**src/rtl/ps2_mouse_host_tracker_core_defines.svh**
```systemverilog
// assertion macros shared by the ps2 mouse host tracker rtl
`ifndef PS2_MOUSE_HOST_TRACKER_CORE_DEFINES_SVH
`define PS2_MOUSE_HOST_TRACKER_CORE_DEFINES_SVH

// condition that holds on every clock out of reset
`define PS2MT_ASSERT_ALWAYS(lbl, cond, msg) \
  lbl: assert property (@(posedge clk) disable iff (!rst_n) (cond)) else $error(msg);

// same-cycle implication
`define PS2MT_ASSERT_IMPL(lbl, ante, cons, msg) \
  lbl: assert property (@(posedge clk) disable iff (!rst_n) (ante) |-> (cons)) \
    else $error(msg);

// next-cycle implication
`define PS2MT_ASSERT_NEXT(lbl, ante, cons, msg) \
  lbl: assert property (@(posedge clk) disable iff (!rst_n) (ante) |=> (cons)) \
    else $error(msg);

`endif

```
**src/rtl/ps2mt_pkg.sv**
```systemverilog
// types and constants of the ps2 mouse host tracker
package ps2mt_pkg;

  localparam int unsigned AXIS_W = 10;
  localparam int unsigned BYTE_W = 8;
  localparam int unsigned BTN_W  = 3;
  localparam int unsigned ADDR_W = 4;
  localparam int unsigned DATA_W = 32;

  localparam logic [AXIS_W-1:0] WIDTH_RST  = 10'd640;
  localparam logic [AXIS_W-1:0] HEIGHT_RST = 10'd480;
  localparam logic [BYTE_W-1:0] RATE_RST   = 8'h14;

  localparam logic [BYTE_W-1:0] BYTE_SELFTEST = 8'hAA;
  localparam logic [BYTE_W-1:0] BYTE_ACK      = 8'hFA;
  localparam logic [BYTE_W-1:0] CMD_SET_RATE  = 8'hF3;
  localparam logic [BYTE_W-1:0] CMD_ENABLE    = 8'hF4;
  localparam logic [BYTE_W-1:0] CMD_RESET     = 8'hFF;

  typedef enum logic [3:0] {
    PH_SELFTEST = 4'd0,
    PH_ERROR    = 4'd1,
    PH_ID       = 4'd2,
    PH_ACK_CMD  = 4'd3,
    PH_ACK_RATE = 4'd4,
    PH_ACK_EN   = 4'd5,
    PH_PKT1     = 4'd6,
    PH_PKT2     = 4'd7,
    PH_PKT3     = 4'd8
  } phase_t;

  typedef enum logic [1:0] {
    REG_WIDTH  = 2'd0,
    REG_HEIGHT = 2'd1,
    REG_RATE   = 2'd2
  } reg_idx_t;

  typedef struct packed {
    logic [AXIS_W-1:0] width;
    logic [AXIS_W-1:0] height;
    logic [BYTE_W-1:0] rate;
  } cfg_t;

  typedef struct packed {
    logic              decode;
    logic [BYTE_W-1:0] b1;
    logic [BYTE_W-1:0] b2;
    logic [BYTE_W-1:0] b3;
  } pkt_t;

  typedef struct packed {
    logic              cmd_valid;
    logic [BYTE_W-1:0] cmd_byte;
    logic              cmd_flag;
    logic              init_complete;
    phase_t            phase;
  } link_res_t;

endpackage

```
**src/rtl/ps2mt_cfg.sv**
```systemverilog
// apb register file: screen limits and sample rate
module ps2mt_cfg (
  input  logic                          clk,
  input  logic                          rst_n,
  input  logic                          psel,
  input  logic                          penable,
  input  logic                          pwrite,
  input  logic [ps2mt_pkg::ADDR_W-1:0]  paddr,
  input  logic [ps2mt_pkg::DATA_W-1:0]  pwdata,
  output logic [ps2mt_pkg::DATA_W-1:0]  prdata,
  output ps2mt_pkg::cfg_t               cfg
);

  ps2mt_pkg::cfg_t      cfg_r;
  ps2mt_pkg::reg_idx_t  idx;
  logic                 wr_en;

  assign idx   = ps2mt_pkg::reg_idx_t'(paddr[ps2mt_pkg::ADDR_W-1:2]);
  assign wr_en = psel & penable & pwrite;
  assign cfg   = cfg_r;

  always_ff @(posedge clk) begin
    if (!rst_n) begin
      cfg_r.width  <= ps2mt_pkg::WIDTH_RST;
      cfg_r.height <= ps2mt_pkg::HEIGHT_RST;
      cfg_r.rate   <= ps2mt_pkg::RATE_RST;
    end else if (wr_en) begin
      case (idx)
        ps2mt_pkg::REG_WIDTH:  cfg_r.width  <= pwdata[ps2mt_pkg::AXIS_W-1:0];
        ps2mt_pkg::REG_HEIGHT: cfg_r.height <= pwdata[ps2mt_pkg::AXIS_W-1:0];
        ps2mt_pkg::REG_RATE:   cfg_r.rate   <= pwdata[ps2mt_pkg::BYTE_W-1:0];
        default: ;
      endcase
    end
  end

  always_comb begin
    prdata = '0;
    case (idx)
      ps2mt_pkg::REG_WIDTH:  prdata[ps2mt_pkg::AXIS_W-1:0] = cfg_r.width;
      ps2mt_pkg::REG_HEIGHT: prdata[ps2mt_pkg::AXIS_W-1:0] = cfg_r.height;
      ps2mt_pkg::REG_RATE:   prdata[ps2mt_pkg::BYTE_W-1:0] = cfg_r.rate;
      default:               prdata = '0;
    endcase
  end

endmodule

```
**src/rtl/ps2mt_link.sv**
```systemverilog
// link state machine: bring-up handshake, packet byte capture, watchdog
module ps2mt_link (
  input  logic                          clk,
  input  logic                          rst_n,
  input  logic                          step,
  input  logic                          mode,
  input  logic [ps2mt_pkg::BYTE_W-1:0]  rx_byte,
  input  logic [ps2mt_pkg::BYTE_W-1:0]  rate,
  output ps2mt_pkg::link_res_t          res,
  output ps2mt_pkg::pkt_t               pkt
);

  ps2mt_pkg::phase_t phase_r, phase_nxt;
  logic [ps2mt_pkg::BYTE_W-1:0] first_r, first_nxt;
  logic [ps2mt_pkg::BYTE_W-1:0] second_r, second_nxt;
  logic ready_seen_r, ready_seen_nxt;
  logic moved_seen_r, moved_seen_nxt;
  logic is_ack;
  logic wd_expire;

  assign is_ack    = (rx_byte == ps2mt_pkg::BYTE_ACK);
  assign wd_expire = !moved_seen_r && !ready_seen_r;

  // next state
  always_comb begin
    phase_nxt = phase_r;
    if (mode) begin
      if (wd_expire) phase_nxt = ps2mt_pkg::PH_SELFTEST;
    end else begin
      case (phase_r)
        ps2mt_pkg::PH_SELFTEST,
        ps2mt_pkg::PH_ERROR:    phase_nxt = (rx_byte == ps2mt_pkg::BYTE_SELFTEST) ?
                                            ps2mt_pkg::PH_ID : ps2mt_pkg::PH_ERROR;
        ps2mt_pkg::PH_ID:       phase_nxt = ps2mt_pkg::PH_ACK_CMD;
        ps2mt_pkg::PH_ACK_CMD:  phase_nxt = is_ack ? ps2mt_pkg::PH_ACK_RATE :
                                                     ps2mt_pkg::PH_ERROR;
        ps2mt_pkg::PH_ACK_RATE: phase_nxt = is_ack ? ps2mt_pkg::PH_ACK_EN :
                                                     ps2mt_pkg::PH_ERROR;
        ps2mt_pkg::PH_ACK_EN:   phase_nxt = is_ack ? ps2mt_pkg::PH_PKT1 :
                                                     ps2mt_pkg::PH_ERROR;
        ps2mt_pkg::PH_PKT1:     phase_nxt = ps2mt_pkg::PH_PKT2;
        ps2mt_pkg::PH_PKT2:     phase_nxt = ps2mt_pkg::PH_PKT3;
        ps2mt_pkg::PH_PKT3:     phase_nxt = ps2mt_pkg::PH_PKT1;
        default:                phase_nxt = phase_r;
      endcase
    end
  end

  // outputs and side state
  always_comb begin
    res.cmd_valid     = 1'b0;
    res.cmd_byte      = '0;
    res.cmd_flag      = 1'b0;
    res.init_complete = 1'b0;
    res.phase         = phase_nxt;
    pkt.decode        = 1'b0;
    pkt.b1            = first_r;
    pkt.b2            = second_r;
    pkt.b3            = rx_byte;
    first_nxt         = first_r;
    second_nxt        = second_r;
    ready_seen_nxt    = ready_seen_r;
    moved_seen_nxt    = moved_seen_r;
    if (mode) begin
      // moved activity is consumed first, then the ready mark
      if (moved_seen_r) begin
        moved_seen_nxt = 1'b0;
      end else if (ready_seen_r) begin
        ready_seen_nxt = 1'b0;
      end else begin
        res.cmd_valid = 1'b1;
        res.cmd_byte  = ps2mt_pkg::CMD_RESET;
        res.cmd_flag  = 1'b1;
      end
    end else begin
      case (phase_r)
        ps2mt_pkg::PH_ID: begin
          res.cmd_valid = 1'b1;
          res.cmd_byte  = ps2mt_pkg::CMD_SET_RATE;
          res.cmd_flag  = 1'b1;
        end
        ps2mt_pkg::PH_ACK_CMD: begin
          if (is_ack) begin
            res.cmd_valid = 1'b1;
            res.cmd_byte  = rate;
            res.cmd_flag  = 1'b1;
          end
        end
        ps2mt_pkg::PH_ACK_RATE: begin
          if (is_ack) begin
            res.cmd_valid = 1'b1;
            res.cmd_byte  = ps2mt_pkg::CMD_ENABLE;
          end
        end
        ps2mt_pkg::PH_ACK_EN: begin
          if (is_ack) begin
            ready_seen_nxt    = 1'b1;
            res.init_complete = 1'b1;
          end
        end
        ps2mt_pkg::PH_PKT1: first_nxt = rx_byte;
        ps2mt_pkg::PH_PKT2: second_nxt = rx_byte;
        ps2mt_pkg::PH_PKT3: begin
          pkt.decode     = 1'b1;
          moved_seen_nxt = 1'b1;
        end
        default: ;
      endcase
    end
  end

  always_ff @(posedge clk) begin
    if (!rst_n) begin
      phase_r      <= ps2mt_pkg::PH_SELFTEST;
      first_r      <= '0;
      second_r     <= '0;
      ready_seen_r <= 1'b0;
      moved_seen_r <= 1'b0;
    end else if (step) begin
      phase_r      <= phase_nxt;
      first_r      <= first_nxt;
      second_r     <= second_nxt;
      ready_seen_r <= ready_seen_nxt;
      moved_seen_r <= moved_seen_nxt;
    end
  end

endmodule

```
**src/rtl/ps2mt_cursor.sv**
```systemverilog
// packet decode and saturating cursor / button state
module ps2mt_cursor (
  input  logic                          clk,
  input  logic                          rst_n,
  input  logic                          step,
  input  ps2mt_pkg::pkt_t               pkt,
  input  ps2mt_pkg::cfg_t               cfg,
  output logic [ps2mt_pkg::AXIS_W-1:0]  pos_x_nxt,
  output logic [ps2mt_pkg::AXIS_W-1:0]  pos_y_nxt,
  output logic [ps2mt_pkg::BTN_W-1:0]   buttons_nxt
);

  localparam int unsigned SUM_W = ps2mt_pkg::AXIS_W + 2;

  logic [ps2mt_pkg::AXIS_W-1:0] pos_x_r, pos_y_r;
  logic [ps2mt_pkg::BTN_W-1:0]  buttons_r;
  logic signed [ps2mt_pkg::AXIS_W-1:0] dx, dy;
  logic signed [SUM_W-1:0] sum_x, sum_y;
  logic [ps2mt_pkg::AXIS_W-1:0] clamped_x, clamped_y;

  function automatic logic [ps2mt_pkg::AXIS_W-1:0] clamp_axis(
    input logic signed [SUM_W-1:0]    v,
    input logic [ps2mt_pkg::AXIS_W-1:0] lim
  );
    logic [ps2mt_pkg::AXIS_W-1:0] hi;
    hi = (lim == '0) ? '0 : lim - 1'b1;
    if (v < 0) return '0;
    if (v[SUM_W-2:0] > {1'b0, hi}) return hi;
    return v[ps2mt_pkg::AXIS_W-1:0];
  endfunction

  // x: byte2 with sign in bit 4, overflow in bit 6 forces +-255
  always_comb begin
    if (pkt.b1[4]) dx = pkt.b1[6] ? -10'sd255 : $signed({2'b11, pkt.b2});
    else           dx = pkt.b1[6] ?  10'sd255 : $signed({2'b00, pkt.b2});
  end

  // y is inverted: sign in bit 5, overflow in bit 7
  always_comb begin
    if (pkt.b1[5]) dy = pkt.b1[7] ?  10'sd255 : 10'sd256 - $signed({2'b00, pkt.b3});
    else           dy = pkt.b1[7] ? -10'sd255 : 10'sd0 - $signed({2'b00, pkt.b3});
  end

  assign sum_x = $signed({2'b00, pos_x_r}) + SUM_W'(dx);
  assign sum_y = $signed({2'b00, pos_y_r}) + SUM_W'(dy);
  assign clamped_x = clamp_axis(sum_x, cfg.width);
  assign clamped_y = clamp_axis(sum_y, cfg.height);

  assign pos_x_nxt   = pkt.decode ? clamped_x : pos_x_r;
  assign pos_y_nxt   = pkt.decode ? clamped_y : pos_y_r;
  assign buttons_nxt = pkt.decode ? pkt.b1[ps2mt_pkg::BTN_W-1:0] : buttons_r;

  always_ff @(posedge clk) begin
    if (!rst_n) begin
      pos_x_r   <= '0;
      pos_y_r   <= '0;
      buttons_r <= '0;
    end else if (step) begin
      pos_x_r   <= pos_x_nxt;
      pos_y_r   <= pos_y_nxt;
      buttons_r <= buttons_nxt;
    end
  end

endmodule

```
**src/rtl/ps2_mouse_host_tracker_core.sv**
```systemverilog
// ps2 mouse host tracker top: input register, decode, result register
// each item goes from the input register to the result register
// throughput: one item per cycle when out_ready does not stall
// in_ready stays high while the result register is free or being drained
// rst_n (synchronous) clears the link to self-test wait, cursor and buttons
// to zero, and the registers to 640 x 480 with sample rate 20
`include "ps2_mouse_host_tracker_core_defines.svh"

module ps2_mouse_host_tracker_core (
  input  logic                          clk,
  input  logic                          rst_n,
  input  logic                          in_valid,
  output logic                          in_ready,
  input  logic                          in_mode,
  input  logic [ps2mt_pkg::BYTE_W-1:0]  in_rx_byte,
  output logic                          out_valid,
  input  logic                          out_ready,
  output logic                          out_cmd_valid,
  output logic [ps2mt_pkg::BYTE_W-1:0]  out_cmd_byte,
  output logic                          out_cmd_flag,
  output logic [ps2mt_pkg::AXIS_W-1:0]  out_cursor_x,
  output logic [ps2mt_pkg::AXIS_W-1:0]  out_cursor_y,
  output logic [ps2mt_pkg::BTN_W-1:0]   out_button_bits,
  output logic                          out_position_updated,
  output logic                          out_init_complete,
  output logic [3:0]                    out_link_state,
  input  logic                          cfg_psel,
  input  logic                          cfg_penable,
  input  logic                          cfg_pwrite,
  input  logic [ps2mt_pkg::ADDR_W-1:0]  cfg_paddr,
  input  logic [ps2mt_pkg::DATA_W-1:0]  cfg_pwdata,
  output logic [ps2mt_pkg::DATA_W-1:0]  cfg_prdata,
  output logic                          cfg_pready
);

  ps2mt_pkg::cfg_t      cfg;
  ps2mt_pkg::link_res_t link_res;
  ps2mt_pkg::pkt_t      pkt;

  logic                          s1_v_r, s1_v_nxt;
  logic                          s1_mode_r;
  logic [ps2mt_pkg::BYTE_W-1:0]  s1_byte_r;
  logic                          out_v_r, out_v_nxt;
  logic                          step;
  logic                          in_fire;

  logic [ps2mt_pkg::AXIS_W-1:0]  pos_x_nxt, pos_y_nxt;
  logic [ps2mt_pkg::BTN_W-1:0]   buttons_nxt;

  ps2mt_pkg::link_res_t          res_r;
  logic                          upd_r;
  logic [ps2mt_pkg::AXIS_W-1:0]  pos_x_r, pos_y_r;
  logic [ps2mt_pkg::BTN_W-1:0]   buttons_r;

  assign cfg_pready = 1'b1;

  ps2mt_cfg u_cfg (
    .clk     (clk),
    .rst_n   (rst_n),
    .psel    (cfg_psel),
    .penable (cfg_penable),
    .pwrite  (cfg_pwrite),
    .paddr   (cfg_paddr),
    .pwdata  (cfg_pwdata),
    .prdata  (cfg_prdata),
    .cfg     (cfg)
  );

  // stage handshake
  assign step     = s1_v_r && (!out_v_r || out_ready);
  assign in_ready = !s1_v_r || step;
  assign in_fire  = in_valid && in_ready;

  always_comb begin
    s1_v_nxt = s1_v_r;
    if (in_fire)   s1_v_nxt = 1'b1;
    else if (step) s1_v_nxt = 1'b0;
  end

  always_comb begin
    out_v_nxt = out_v_r;
    if (step)           out_v_nxt = 1'b1;
    else if (out_ready) out_v_nxt = 1'b0;
  end

  always_ff @(posedge clk) begin
    if (!rst_n) begin
      s1_v_r  <= 1'b0;
      out_v_r <= 1'b0;
    end else begin
      s1_v_r  <= s1_v_nxt;
      out_v_r <= out_v_nxt;
    end
  end

  always_ff @(posedge clk) begin
    if (in_fire) begin
      s1_mode_r <= in_mode;
      s1_byte_r <= in_rx_byte;
    end
  end

  ps2mt_link u_link (
    .clk     (clk),
    .rst_n   (rst_n),
    .step    (step),
    .mode    (s1_mode_r),
    .rx_byte (s1_byte_r),
    .rate    (cfg.rate),
    .res     (link_res),
    .pkt     (pkt)
  );

  ps2mt_cursor u_cursor (
    .clk         (clk),
    .rst_n       (rst_n),
    .step        (step),
    .pkt         (pkt),
    .cfg         (cfg),
    .pos_x_nxt   (pos_x_nxt),
    .pos_y_nxt   (pos_y_nxt),
    .buttons_nxt (buttons_nxt)
  );

  // result register
  always_ff @(posedge clk) begin
    if (step) begin
      res_r     <= link_res;
      upd_r     <= pkt.decode;
      pos_x_r   <= pos_x_nxt;
      pos_y_r   <= pos_y_nxt;
      buttons_r <= buttons_nxt;
    end
  end

  assign out_valid            = out_v_r;
  assign out_cmd_valid        = res_r.cmd_valid;
  assign out_cmd_byte         = res_r.cmd_byte;
  assign out_cmd_flag         = res_r.cmd_flag;
  assign out_cursor_x         = pos_x_r;
  assign out_cursor_y         = pos_y_r;
  assign out_button_bits      = buttons_r;
  assign out_position_updated = upd_r;
  assign out_init_complete    = res_r.init_complete;
  assign out_link_state       = res_r.phase;

  `PS2MT_ASSERT_IMPL(a_ready_when_empty, !out_v_r, in_ready,
    "input stalled while result register empty")
  `PS2MT_ASSERT_IMPL(a_idle_cmd_zero, out_v_r && !out_cmd_valid,
    out_cmd_byte == '0 && !out_cmd_flag, "command byte without command valid")
  `PS2MT_ASSERT_IMPL(a_update_phase, out_v_r && out_position_updated,
    out_link_state == ps2mt_pkg::PH_PKT1 && !out_cmd_valid,
    "movement result outside packet start phase")
  `PS2MT_ASSERT_IMPL(a_init_phase, out_v_r && out_init_complete,
    out_link_state == ps2mt_pkg::PH_PKT1 && !out_position_updated,
    "bring-up done without entering packet phase")
  `PS2MT_ASSERT_NEXT(a_step_fills, step, out_v_r,
    "processed item did not reach result register")

endmodule
```
**config.mk**
```make
export PLATFORM = sky130hd
export DESIGN_NAME = ps2_mouse_host_tracker_core
export DESIGN_NICKNAME = d
export VERILOG_FILES = /design/src/rtl/ps2mt_pkg.sv /design/src/rtl/ps2mt_cfg.sv /design/src/rtl/ps2mt_link.sv /design/src/rtl/ps2mt_cursor.sv /design/src/rtl/ps2_mouse_host_tracker_core.sv
export VERILOG_INCLUDE_DIRS = /design/src /design/src/rtl
export SDC_FILE = /design/constraint.sdc
export NUM_CORES = 1
export LEC_CHECK = 0
export BUFFER_PORTS_ARGS = -buffer_cell sky130_fd_sc_hd__buf_2
export CORE_ASPECT_RATIO = 1.25
export CORE_UTILIZATION = 59
export CTS_BUF_LIST = sky130_fd_sc_hd__clkbuf_4
export DETAILED_ROUTE_END_ITERATION = 8
export GPL_ROUTABILITY_DRIVEN = 0
export PLACE_DENSITY_LB_ADDON = 0.08
export SLEW_MARGIN = 10
export SYNTH_ARGS = -nofsm -noshare
export SYNTH_HDL_FRONTEND = slang
export SYNTH_SLANG_ARGS = --single-unit
```
**constraint.sdc**
```tcl
create_clock -name clk -period 4.8 [get_ports clk]
set_clock_uncertainty 0.15 [all_clocks]
set_input_delay 0.72 -clock clk [delete_from_list [all_inputs] [get_ports clk]]
set_output_delay 0.72 -clock clk [all_outputs]
set_load 0.005 [all_outputs]
```
==> results of run 1 <==
==> power by group through the flow <==
stage	Sequential (mW)	Clock [mW]	Combinational [mW]
finish	1.12	0.762	0.213
global route	1.12	0.817	0.237
CTS	1.12	0.776	0.201
detailed placement	1.14	0	0.199
global placement	1.14	0	0.192
floorplan	1.14	0	0.151
==> cells by family after synthesis <==
| kind of cell | count (synthesis) | share of synthesized area |
|---|---|---|
| mux | 62 | 0.0836 |
| fa+ha+maj | 48 | 0.0811 |
| simple gates | 298 | 0.192 |
| xor+xnor | 31 | 0.0358 |
| flops | 122 | 0.385 |
| other cells | 2 | 0.000989 |
| buf+inv | 106 | 0.0682 |
| compound gates | 188 | 0.154 |
==> worst paths after layout <==
kind / endpoint / start / cells after the start
worst max-delay path: out_cursor_y[3] / s1_byte_r[1] / 18
worst min-delay path: s1_mode_r / in_mode / 1
worst min register to register: u_cursor.buttons_r[0] / u_cursor.buttons_r[0] / 2
worst max register to register: out_cursor_y[3] / s1_byte_r[1] / 18
==> critical path: stages (launching register included) <==
cell	delay [ns]
edfxtp_1	0.46
inv_2	0.10
ha_2	0.18
or3b_4	0.41
xnor2_1	0.15
o21ai_1	0.08
ha_1	0.39
a21o_1	0.21
nand2_1	0.07
a31oi_1	0.20
xor2_1	0.22
ha_1	0.30
a21o_1	0.20
a2111oi_4	0.36
a21oi_2	0.10
nor3b_2	0.25
buf_6	0.18
mux2i_1	0.27
o21ai_0	0.12
==> placed cells by master, fill, tap and decap left out, drive strengths merged, types with 4 or more instances in the layout <==
master / count
xor2: 15
mux2i: 57
a21oi: 33
nand3: 28
nand4: 6
conb: 23
a21o: 11
clkbuf: 19
edfxtp: 48
nand2b: 5
a2111oi: 4
buf: 103
o21ai: 81
or2: 6
nor3: 17
o31ai: 6
mux2: 5
nor3b: 6
nand2: 116
nor2b: 36
a21boi: 15
inv: 50
and2: 11
nor4: 6
dfxtp: 74
clkinv: 5
a211oi: 9
ha: 46
xnor2: 16
nand3b: 5
o21a: 4
nor2: 44
==> registers in the layout, indices dropped and copies added (netlist names), 3 cells and up <==
name	count
out_cursor_y	10
u_cfg.cfg	28
u_link.first_r	7
out_cursor_x	10
s1_byte_r	8
out_button_bits	3
out_cmd_byte	8
u_cursor.buttons_r	3
out_link_state	4
u_cursor.pos_y_r	10
u_link.phase_r	4
u_cursor.pos_x_r	10
u_link.second_r	8
==> final cells by class <==
cell class | count | area [um2] | area share
repair buffers | 103 | 586 | 0.0686
inverters | 46 | 173 | 0.0202
diodes | 1 | 2.50 | 0.000293
well taps | 164 | 205 | 0.0240
clock buffers | 19 | 143 | 0.0167
flip-flops and latches | 122 | 2920 | 0.343
clock inverters | 13 | 148 | 0.0173
multi-input cells | 650 | 4350 | 0.510
==> layer usage <==
| layer | up-vias | part of all wire | global-route usage |
|---|---|---|---|
| met5 | - | 0 | 0 |
| met1 | 3000 | 0.42 | 0.343 |
| met3 | 60 | 0.051 | 0.0570 |
| met2 | 238 | 0.49 | 0.480 |
| li1 | 3143 | - | - |
| met4 | 0 | 0.040 | 0.145 |
==> metrics by stage <==
stage / power [mW] / utilization / setup slack [ns] / std cells / hold WS, ns
global route: 2.18 / 0.692 / -0.0706 / 1118 / 0.143
finish: 2.10 / 0.692 / 0.151 / 1118 / 0.186
CTS: 2.10 / 0.678 / 0.00195 / 1110 / 0.150
detailed placement: 1.34 / 0.653 / -0.0666 / 1077 / 0.318
global placement: 1.33 / 0.653 / 0.137 / 1077 / 0.302
floorplan: 1.29 / - / 0.376 / 878 / 0.294
==> repair_timing <==
| item | CTS | global route |
|---|---|---|
| setup buffers | 1 | 5 |
| setup endpoints to repair | 7 | 35 |
| gates cloned | 0 | 2 |
| pin swaps | 0 | 6 |
| resized for setup | 3 | 41 |
==> flow_summary.json, run 1 <==
{
  "async_flop_share": 0,
  "ys_types": 66,
  "fillers": 986,
  "numCtsBuffers": 17,
  "power_frac_comb": 0.102,
  "cp-end-kind": "register",
  "overflow": 0,
  "syn_to_final_growth_pct": 12.4,
  "status": "finished clean",
  "yosysWarnings": 0,
  "drtPass1Iterations": 5,
  "vdd_drop_max_mv": 0.203,
  "vias": 6441,
  "hp-class": "in2reg",
  "dieArea_mm2": 0.0133,
  "clock-root-buffer": "clkbuf_4",
  "hold_buffers": 0,
  "pwr_density_cell_mw_per_mm2": 246,
  "via_per_inst": 5.76,
  "finalWirelength_um": 18200,
  "finalSetupTns_ns": 0,
  "cp_data_arrival_time_ns": 4.80,
  "antenna_left": 0,
  "drc_errors": 0,
  "clock_latency_ns": 0.57,
  "leakage_nw": 3.67,
  "yosysMostFrequentCell": "nand2_1",
  "postPlaceCellArea_mm2": 0.00805,
  "grt_pass1_vias": 6107,
  "cp_max_fo": 5,
  "cts.path.max_buffers": 2,
  "grt_pass1_wl_um": 29100,
  "die_w_um": 103,
  "drv_slew": 0,
  "synth.avg_cell_area_um2": 8.86,
  "rows": 45,
  "antenna_found_initial": 1,
  "routedWlPerCell_um": 16.3,
  "netlist_area_mm2": 0.00759,
  "clockPowerShare": 0.364,
  "switching_share": 0.258,
  "slew_headroom": 0.246,
  "core_area_mm2": 0.0123,
  "grt.total_usage": 0.285,
  "synthTopCellsByArea": "dfxtp_1, edfxtp_1, ha_1",
  "critPathKind": "reg2reg",
  "synth_top_area_share": 0.195,
  "start_util": 0.616,
  "period_needed_ns": 4.65,
  "yosys-top-cells-count": "nand2_1, o21ai_0, dfxtp_1",
  "finalSetupViolCount": 0,
  "drtIter0Drc": 349,
  "htreeDepth": 4,
  "finalCritPeriodShare": 0.968,
  "r2r_setup_slack_ns": 0.15,
  "critPathLaunchType": "register",
  "die_height_um": 129,
  "cts_tree": "yes",
  "fmax_mhz": 215,
  "synth-main-ff-cell": "dfxtp_1",
  "synth-seq-cells": 122,
  "syn_inst": 857,
  "grt_start_max_net_pins": 57,
  "layout-drive-gt1-share": 0.192,
  "switchingPower_uw": 540,
  "ios": 126,
  "p_seq_frac": 0.535,
  "synth_edf_count": 48,
  "clkTransAtPathRegs_ns": 0.10,
  "worstMarginPinSlew_ns": 1.12,
  "required_ns": 4.95,
  "seq_area_frac_synth": 0.385,
  "hpwl_um": 13600,
  "p_int_mw": 1.56,
  "nNetsFinal": 1040,
  "cts_sinks": 122,
  "design_area_mm2": 0.00853,
  "finalHoldViolCount": 0,
  "numPortBuffers": 78,
  "synth.largest_area_cell": "dfxtp_1",
  "maxCapViolations": 0
}
Power figures use the tool's default switching activity.
==> inputs of run 2 (changes only) <==
--- a/config.mk
+++ b/config.mk
@@ -8,7 +8,7 @@
 export LEC_CHECK = 0
 export BUFFER_PORTS_ARGS = -buffer_cell sky130_fd_sc_hd__buf_2
 export CORE_ASPECT_RATIO = 1.25
-export CORE_UTILIZATION = 59
+export CORE_UTILIZATION = 45
 export CTS_BUF_LIST = sky130_fd_sc_hd__clkbuf_4
 export DETAILED_ROUTE_END_ITERATION = 8
 export GPL_ROUTABILITY_DRIVEN = 0
==> run 2 against run 1 <==
Clock-buffer cell count stayed put. Worst hold slack better by 0.040 ns. Global-route usage is 7.2 points lower. Sequential power hardly changed. Power is 4.9% lower. Core utilization is 16 points lower. Die area is 31% higher. Critical endpoint is now out_cursor_y[4].
==> flow_summary.json, run 2 (synthesized netlist as in run 1, its figures left out) <==
{
  "status": "finished clean",
  "core_area_mm2": 0.0163,
  "die_w_um": 118,
  "final_core_util": 0.529,
  "cp-end-kind": "register",
  "place_ws_ns": -0.0396,
  "grt_start_max_net_pins": 57,
  "maxCapViolations": 0,
  "drv_slew": 0,
  "die_height_um": 147,
  "grt_pass1_wl_um": 29500,
  "grt_pass1_vias": 5964,
  "antenna_found_initial": 1,
  "cts_sinks": 122,
  "dp.cells": 1128,
  "finalSetupViolCount": 0,
  "clkTransAtPathRegs_ns": 0.11,
  "period_needed_ns": 4.60,
  "switching_share": 0.270,
  "slew_headroom": 0.238,
  "nNetsFinal": 1042,
  "p_int_mw": 1.45,
  "finalHoldViolCount": 0,
  "instances_no_fill": 1172,
  "dieArea_mm2": 0.0174,
  "critPathKind": "reg2reg",
  "layout_common_cells": "nand2_1, buf_2, o21ai_0, dfxtp_1, mux2i_1",
  "design_area_mm2": 0.00863,
  "required_ns": 4.90,
  "hp-class": "in2reg",
  "antenna_left": 0,
  "layout_setup_ws_ns": 0.203,
  "syn_to_final_growth_pct": 13.7,
  "rows": 52,
  "drtIter0Drc": 315,
  "hold_buffers": 0,
  "cts.path.max_buffers": 2,
  "largest_register_ffs": 28,
  "critPathLaunchType": "register",
  "clock_latency_ns": 0.52,
  "hpwl_um": 13900,
  "pwr_density_cell_mw_per_mm2": 231,
  "overflow": 0,
  "cp_max_fo": 5,
  "numCtsBuffers": 17,
  "numPortBuffers": 78,
  "htreeDepth": 4,
  "finalCritPeriodShare": 0.958,
  "cts_tree": "yes",
  "via_per_inst": 5.33,
  "drtPass1Iterations": 6,
  "postPlaceCellArea_mm2": 0.00811,
  "layout-drive-gt1-share": 0.197,
  "whs_ns": 0.226,
  "finalSetupTns_ns": 0,
  "final_common_cell": "nand2_1",
  "routedWlPerCell_um": 15.6,
  "start_util": 0.465,
  "switchingPower_uw": 538,
  "vias": 6244,
  "vdd_drop_max_mv": 0.146,
  "finalWirelength_um": 18300,
  "leakage_nw": 3.69,
  "cp_data_arrival_time_ns": 4.70,
  "p_total_mw": 1.99,
  "clock-root-buffer": "clkbuf_4",
  "grt.total_usage": 0.213,
  "fmax_mhz": 218,
  "p_seq_frac": 0.562,
  "clockPowerShare": 0.327,
  "ios": 126,
  "drc_errors": 0,
  "power_frac_comb": 0.110,
  "worstMarginPinSlew_ns": 1.13
}
[run 2: changes by cell type in the layout (fill, tap and decap cells not counted), moves of 2 or more]
cell / before / now
inv_4: 3 / 0
a2111oi_0: 3 / 1
mux2i_4: 0 / 3
bufinv_16: 3 / 1
a2111oi_2: 0 / 2
mux2i_1: 51 / 49
o21ai_1: 11 / 5
o21ai_0: 67 / 73
clkinvlp_4: 1 / 4
[run 2: path summary, 6_finish.rpt]
check | endpoint | start | depth (start not counted) | slack (ns)
worst max-delay path | out_cursor_y[4] | s1_byte_r[0] | 19 | 0.20
worst min-delay path | s1_mode_r | in_mode | 1 | 0.23
worst min register to register | u_cursor.buttons_r[2] | u_cursor.buttons_r[2] | 2 | 0.33
worst max register to register | out_cursor_y[4] | s1_byte_r[0] | 19 | 0.20
[run 2: area by class of cell]
| type | instances | area (um2) |
|---|---|---|
| Timing Repair Buffer | 105 | 604 |
| Clock inverter | 13 | 104 |
| Sequential cell | 122 | 2920 |
| Antenna cell | 1 | 2.50 |
| Tap cell | 216 | 270 |
| Inverter | 46 | 173 |
| Fill cell | 1527 | 7700 |
| Clock buffer | 19 | 143 |
| Multi-Input combinational cell | 650 | 4410 |
[run 2: metal layers]
metal,up-vias,wire length [um],share of wire,GRT usage
li1,3150,-,-,-
met1,2893,8060,0.44,0.264
met2,170,9170,0.50,0.374
met3,31,732,0.040,0.0345
met4,0,338,0.018,0.0731
met5,-,0,0,0
[run 2: power by group through the flow]
| stage | Sequential, mW | Combinational [mW] | Clock [mW] |
|---|---|---|---|
| 3_5_place_dp | 1.14 | 0.203 | 0 |
| 3_3_place_gp | 1.14 | 0.199 | 0 |
| 6_report | 1.12 | 0.220 | 0.652 |
| 4_1_cts | 1.12 | 0.206 | 0.673 |
| 5_1_grt | 1.12 | 0.244 | 0.713 |
| 2_1_floorplan | 1.14 | 0.151 | 0 |
[run 2: repair_timing]
item / 4_1_cts / 5_1_grt
endpoints found under the setup margin: 7 / 40
pin swaps: 0 / 12
setup buffers: 0 / 10
cloned: 0 / 1
gates resized for setup: 5 / 43
[run 2: worst max-delay path: stages, from the launching register on]
cell and delay (ns):
edfxtp_1 0.44, inv_2 0.09, ha_2 0.18, or3b_4 0.41, xnor2_1 0.14, o21ai_1 0.08, ha_1 0.37, o21ai_1 0.14
nand2b_1 0.06, a31o_2 0.28, a21oi_2 0.19, xnor2_2 0.14, inv_1 0.11, ha_4 0.27, a2111oi_4 0.37, a21oi_2 0.11
nor3b_2 0.25, buf_6 0.20, mux2i_4 0.25, o21ai_0 0.11
==> inputs of run 3 (changes only) <==
--- a/config.mk
+++ b/config.mk
@@ -6,12 +6,13 @@
 export SDC_FILE = /design/constraint.sdc
 export NUM_CORES = 1
 export LEC_CHECK = 0
-export BUFFER_PORTS_ARGS = -buffer_cell sky130_fd_sc_hd__buf_2
+export BUFFER_PORTS_ARGS = -buffer_cell sky130_fd_sc_hd__buf_4
 export CORE_ASPECT_RATIO = 1.25
 export CORE_UTILIZATION = 45
 export CTS_BUF_LIST = sky130_fd_sc_hd__clkbuf_4
 export DETAILED_ROUTE_END_ITERATION = 8
 export GPL_ROUTABILITY_DRIVEN = 0
+export GPL_TIMING_DRIVEN = 0
 export PLACE_DENSITY_LB_ADDON = 0.08
 export SLEW_MARGIN = 10
 export SYNTH_ARGS = -nofsm -noshare
==> run 3 against run 2 <==
Sequential power hardly changed. Core utilization is 3.5 points higher. Critical path type unchanged. Global-route usage is 0.81 points higher. Clock power is 18% higher. Sequential cell count stayed put. Power is 7.8% higher.
==> flow_summary.json, run 3 (synthesized netlist as in run 1, its figures left out) <==
{
  "status": "finished clean",
  "drc_errors": 0,
  "grt.total_usage": 0.221,
  "crit_chain": "buf_6 -> or4_4 -> nor4_4 -> xor2_1 -> o21ai_1 -> ha_2 -> or2_4 -> o31ai_4 -> a31oi_2 -> xor2_2 -> ha_1 -> a21o_1 -> a2111oi_4 -> a21oi_2 -> nor3b_2 -> buf_6 -> mux2i_2 -> o21ai_1",
  "critical_path_buf_inv_count": 2,
  "nNetsFinal": 1088,
  "core_area_mm2": 0.0163,
  "dieArea_mm2": 0.0174,
  "hpwl_um": 14400,
  "critPathMaxStageDelay_ns": 0.54,
  "finalCritPeriodShare": 0.982,
  "pwr_density_cell_mw_per_mm2": 233,
  "maxCapViolations": 0,
  "grt_start_max_net_pins": 28,
  "layout_setup_ws_ns": 0.0856,
  "layout_common_cells": "nand2_1, buf_4, dfxtp_1",
  "worstMarginPinSlew_ns": 1.13,
  "cp_max_fo": 5,
  "cts_sinks": 122,
  "clock-root-buffer": "clkbuf_4",
  "leakage_nw": 3.89,
  "numCtsBuffers": 17,
  "seqCellArea_mm2": 0.00293,
  "fmax_mhz": 212,
  "critPathLaunchType": "register",
  "slew_headroom": 0.240,
  "drtIter0Drc": 425,
  "crit_path_top_delay_cell": "or4_4",
  "vias": 6369,
  "ios": 126,
  "htreeDepth": 4,
  "drv_slew": 0,
  "vdd_drop_max_mv": 0.154,
  "layout-drive-gt1-share": 0.218,
  "critPathKind": "reg2reg",
  "via_per_inst": 5.23,
  "grt_pass1_vias": 5996,
  "cp_data_arrival_time_ns": 4.85,
  "syn_to_final_growth_pct": 21.3,
  "hp-class": "in2reg",
  "finalSetupViolCount": 0,
  "critPathTopFamily": "simple AND/OR/NAND/NOR gates",
  "required_ns": 4.93,
  "numPortBuffers": 77,
  "cp-end-kind": "register",
  "period_needed_ns": 4.71,
  "rows": 52,
  "place_ws_ns": -0.252,
  "fillers": 1567,
  "multi_input_area_mm2": 0.00448,
  "antenna_found_initial": 1,
  "overflow": 0,
  "routedWlPerCell_um": 15.7,
  "largest_register_ffs": 28,
  "cts_tree": "yes",
  "rsz0062_at_grt": "true",
  "finalWirelength_um": 19100,
  "die_w_um": 118,
  "cts.path.max_buffers": 2,
  "start_util": 0.465,
  "die_height_um": 147,
  "finalSetupTns_ns": 0,
  "grt_pass1_wl_um": 30300,
  "finalHoldViolCount": 0,
  "clock_latency_ns": 0.55,
  "clkTransAtPathRegs_ns": 0.11,
  "drtPass1Iterations": 7,
  "final_common_cell": "nand2_1",
  "antenna_left": 0
}
## run 3: changes by cell type in the layout (fill, tap and decap cells not counted), sizes merged
cell      before  now
buf          105  124
bufinv         1    3
clkbuf        19   50
clkinv         7    4
clkinvlp       4    2
inv           47   46
## run 3: layout make-up
type | instances | area share
buffer | 59 | 0.0381
inverter | 46 | 0.0188
tap | 216 | 0.0294
sequential | 122 | 0.318
timing repair buffer | 92 | 0.0768
antenna | 1 | 0.000272
multi-input combinational | 650 | 0.486
clock buffer | 23 | 0.0188
clock inverter | 9 | 0.0135
## run 3: path summary, 6_finish.rpt
path	slack, ns	start	cells after the start	endpoint
setup / recovery	0.09	s1_byte_r[2]	18	out_cursor_y[5]
hold / removal	0.19	in_rx_byte[5]	1	s1_byte_r[5]
setup reg to reg	0.09	s1_byte_r[2]	18	out_cursor_y[5]
hold reg to reg	0.33	u_cursor.buttons_r[0]	2	u_cursor.buttons_r[0]
## run 3: metrics by stage
stage	area, um2	power, mW	hold slack (ns)	cells	util
after floorplan	7670	1.29	0.294	878	-
after global placement	8520	1.38	0.302	1171	0.522
after detailed placement	8540	1.38	0.310	1172	0.523
after CTS	8900	2.15	0.161	1206	0.545
after global routing	9210	2.25	0.148	1218	0.564
final	9210	2.15	0.189	1218	0.564
## run 3: what timing repair did
item | 4_1_cts | 5_1_grt
buffers inserted | 2 | 10
gates resized for setup | 18 | 57
endpoints found under the setup margin | 40 | 40
pin swaps | 0 | 21
gates cloned | 1 | 1
hold buffers | 0 | 0
## run 3: power by group
part	switching (mW)	internal, mW	leakage [nW]
clock	0.378	0.391	0.162
combinational	0.143	0.122	2.67
sequential	0.0139	1.10	1.06
total	0.535	1.61	3.89
## run 3: routing by layer
metal | vias up | part of all wire | GRT usage
met3 | 27 | 0.033 | 0.0338
met5 | - | 0 | 0
met4 | 0 | 0.016 | 0.0808
met1 | 2951 | 0.45 | 0.277
met2 | 153 | 0.50 | 0.385
li1 | 3238 | - | -
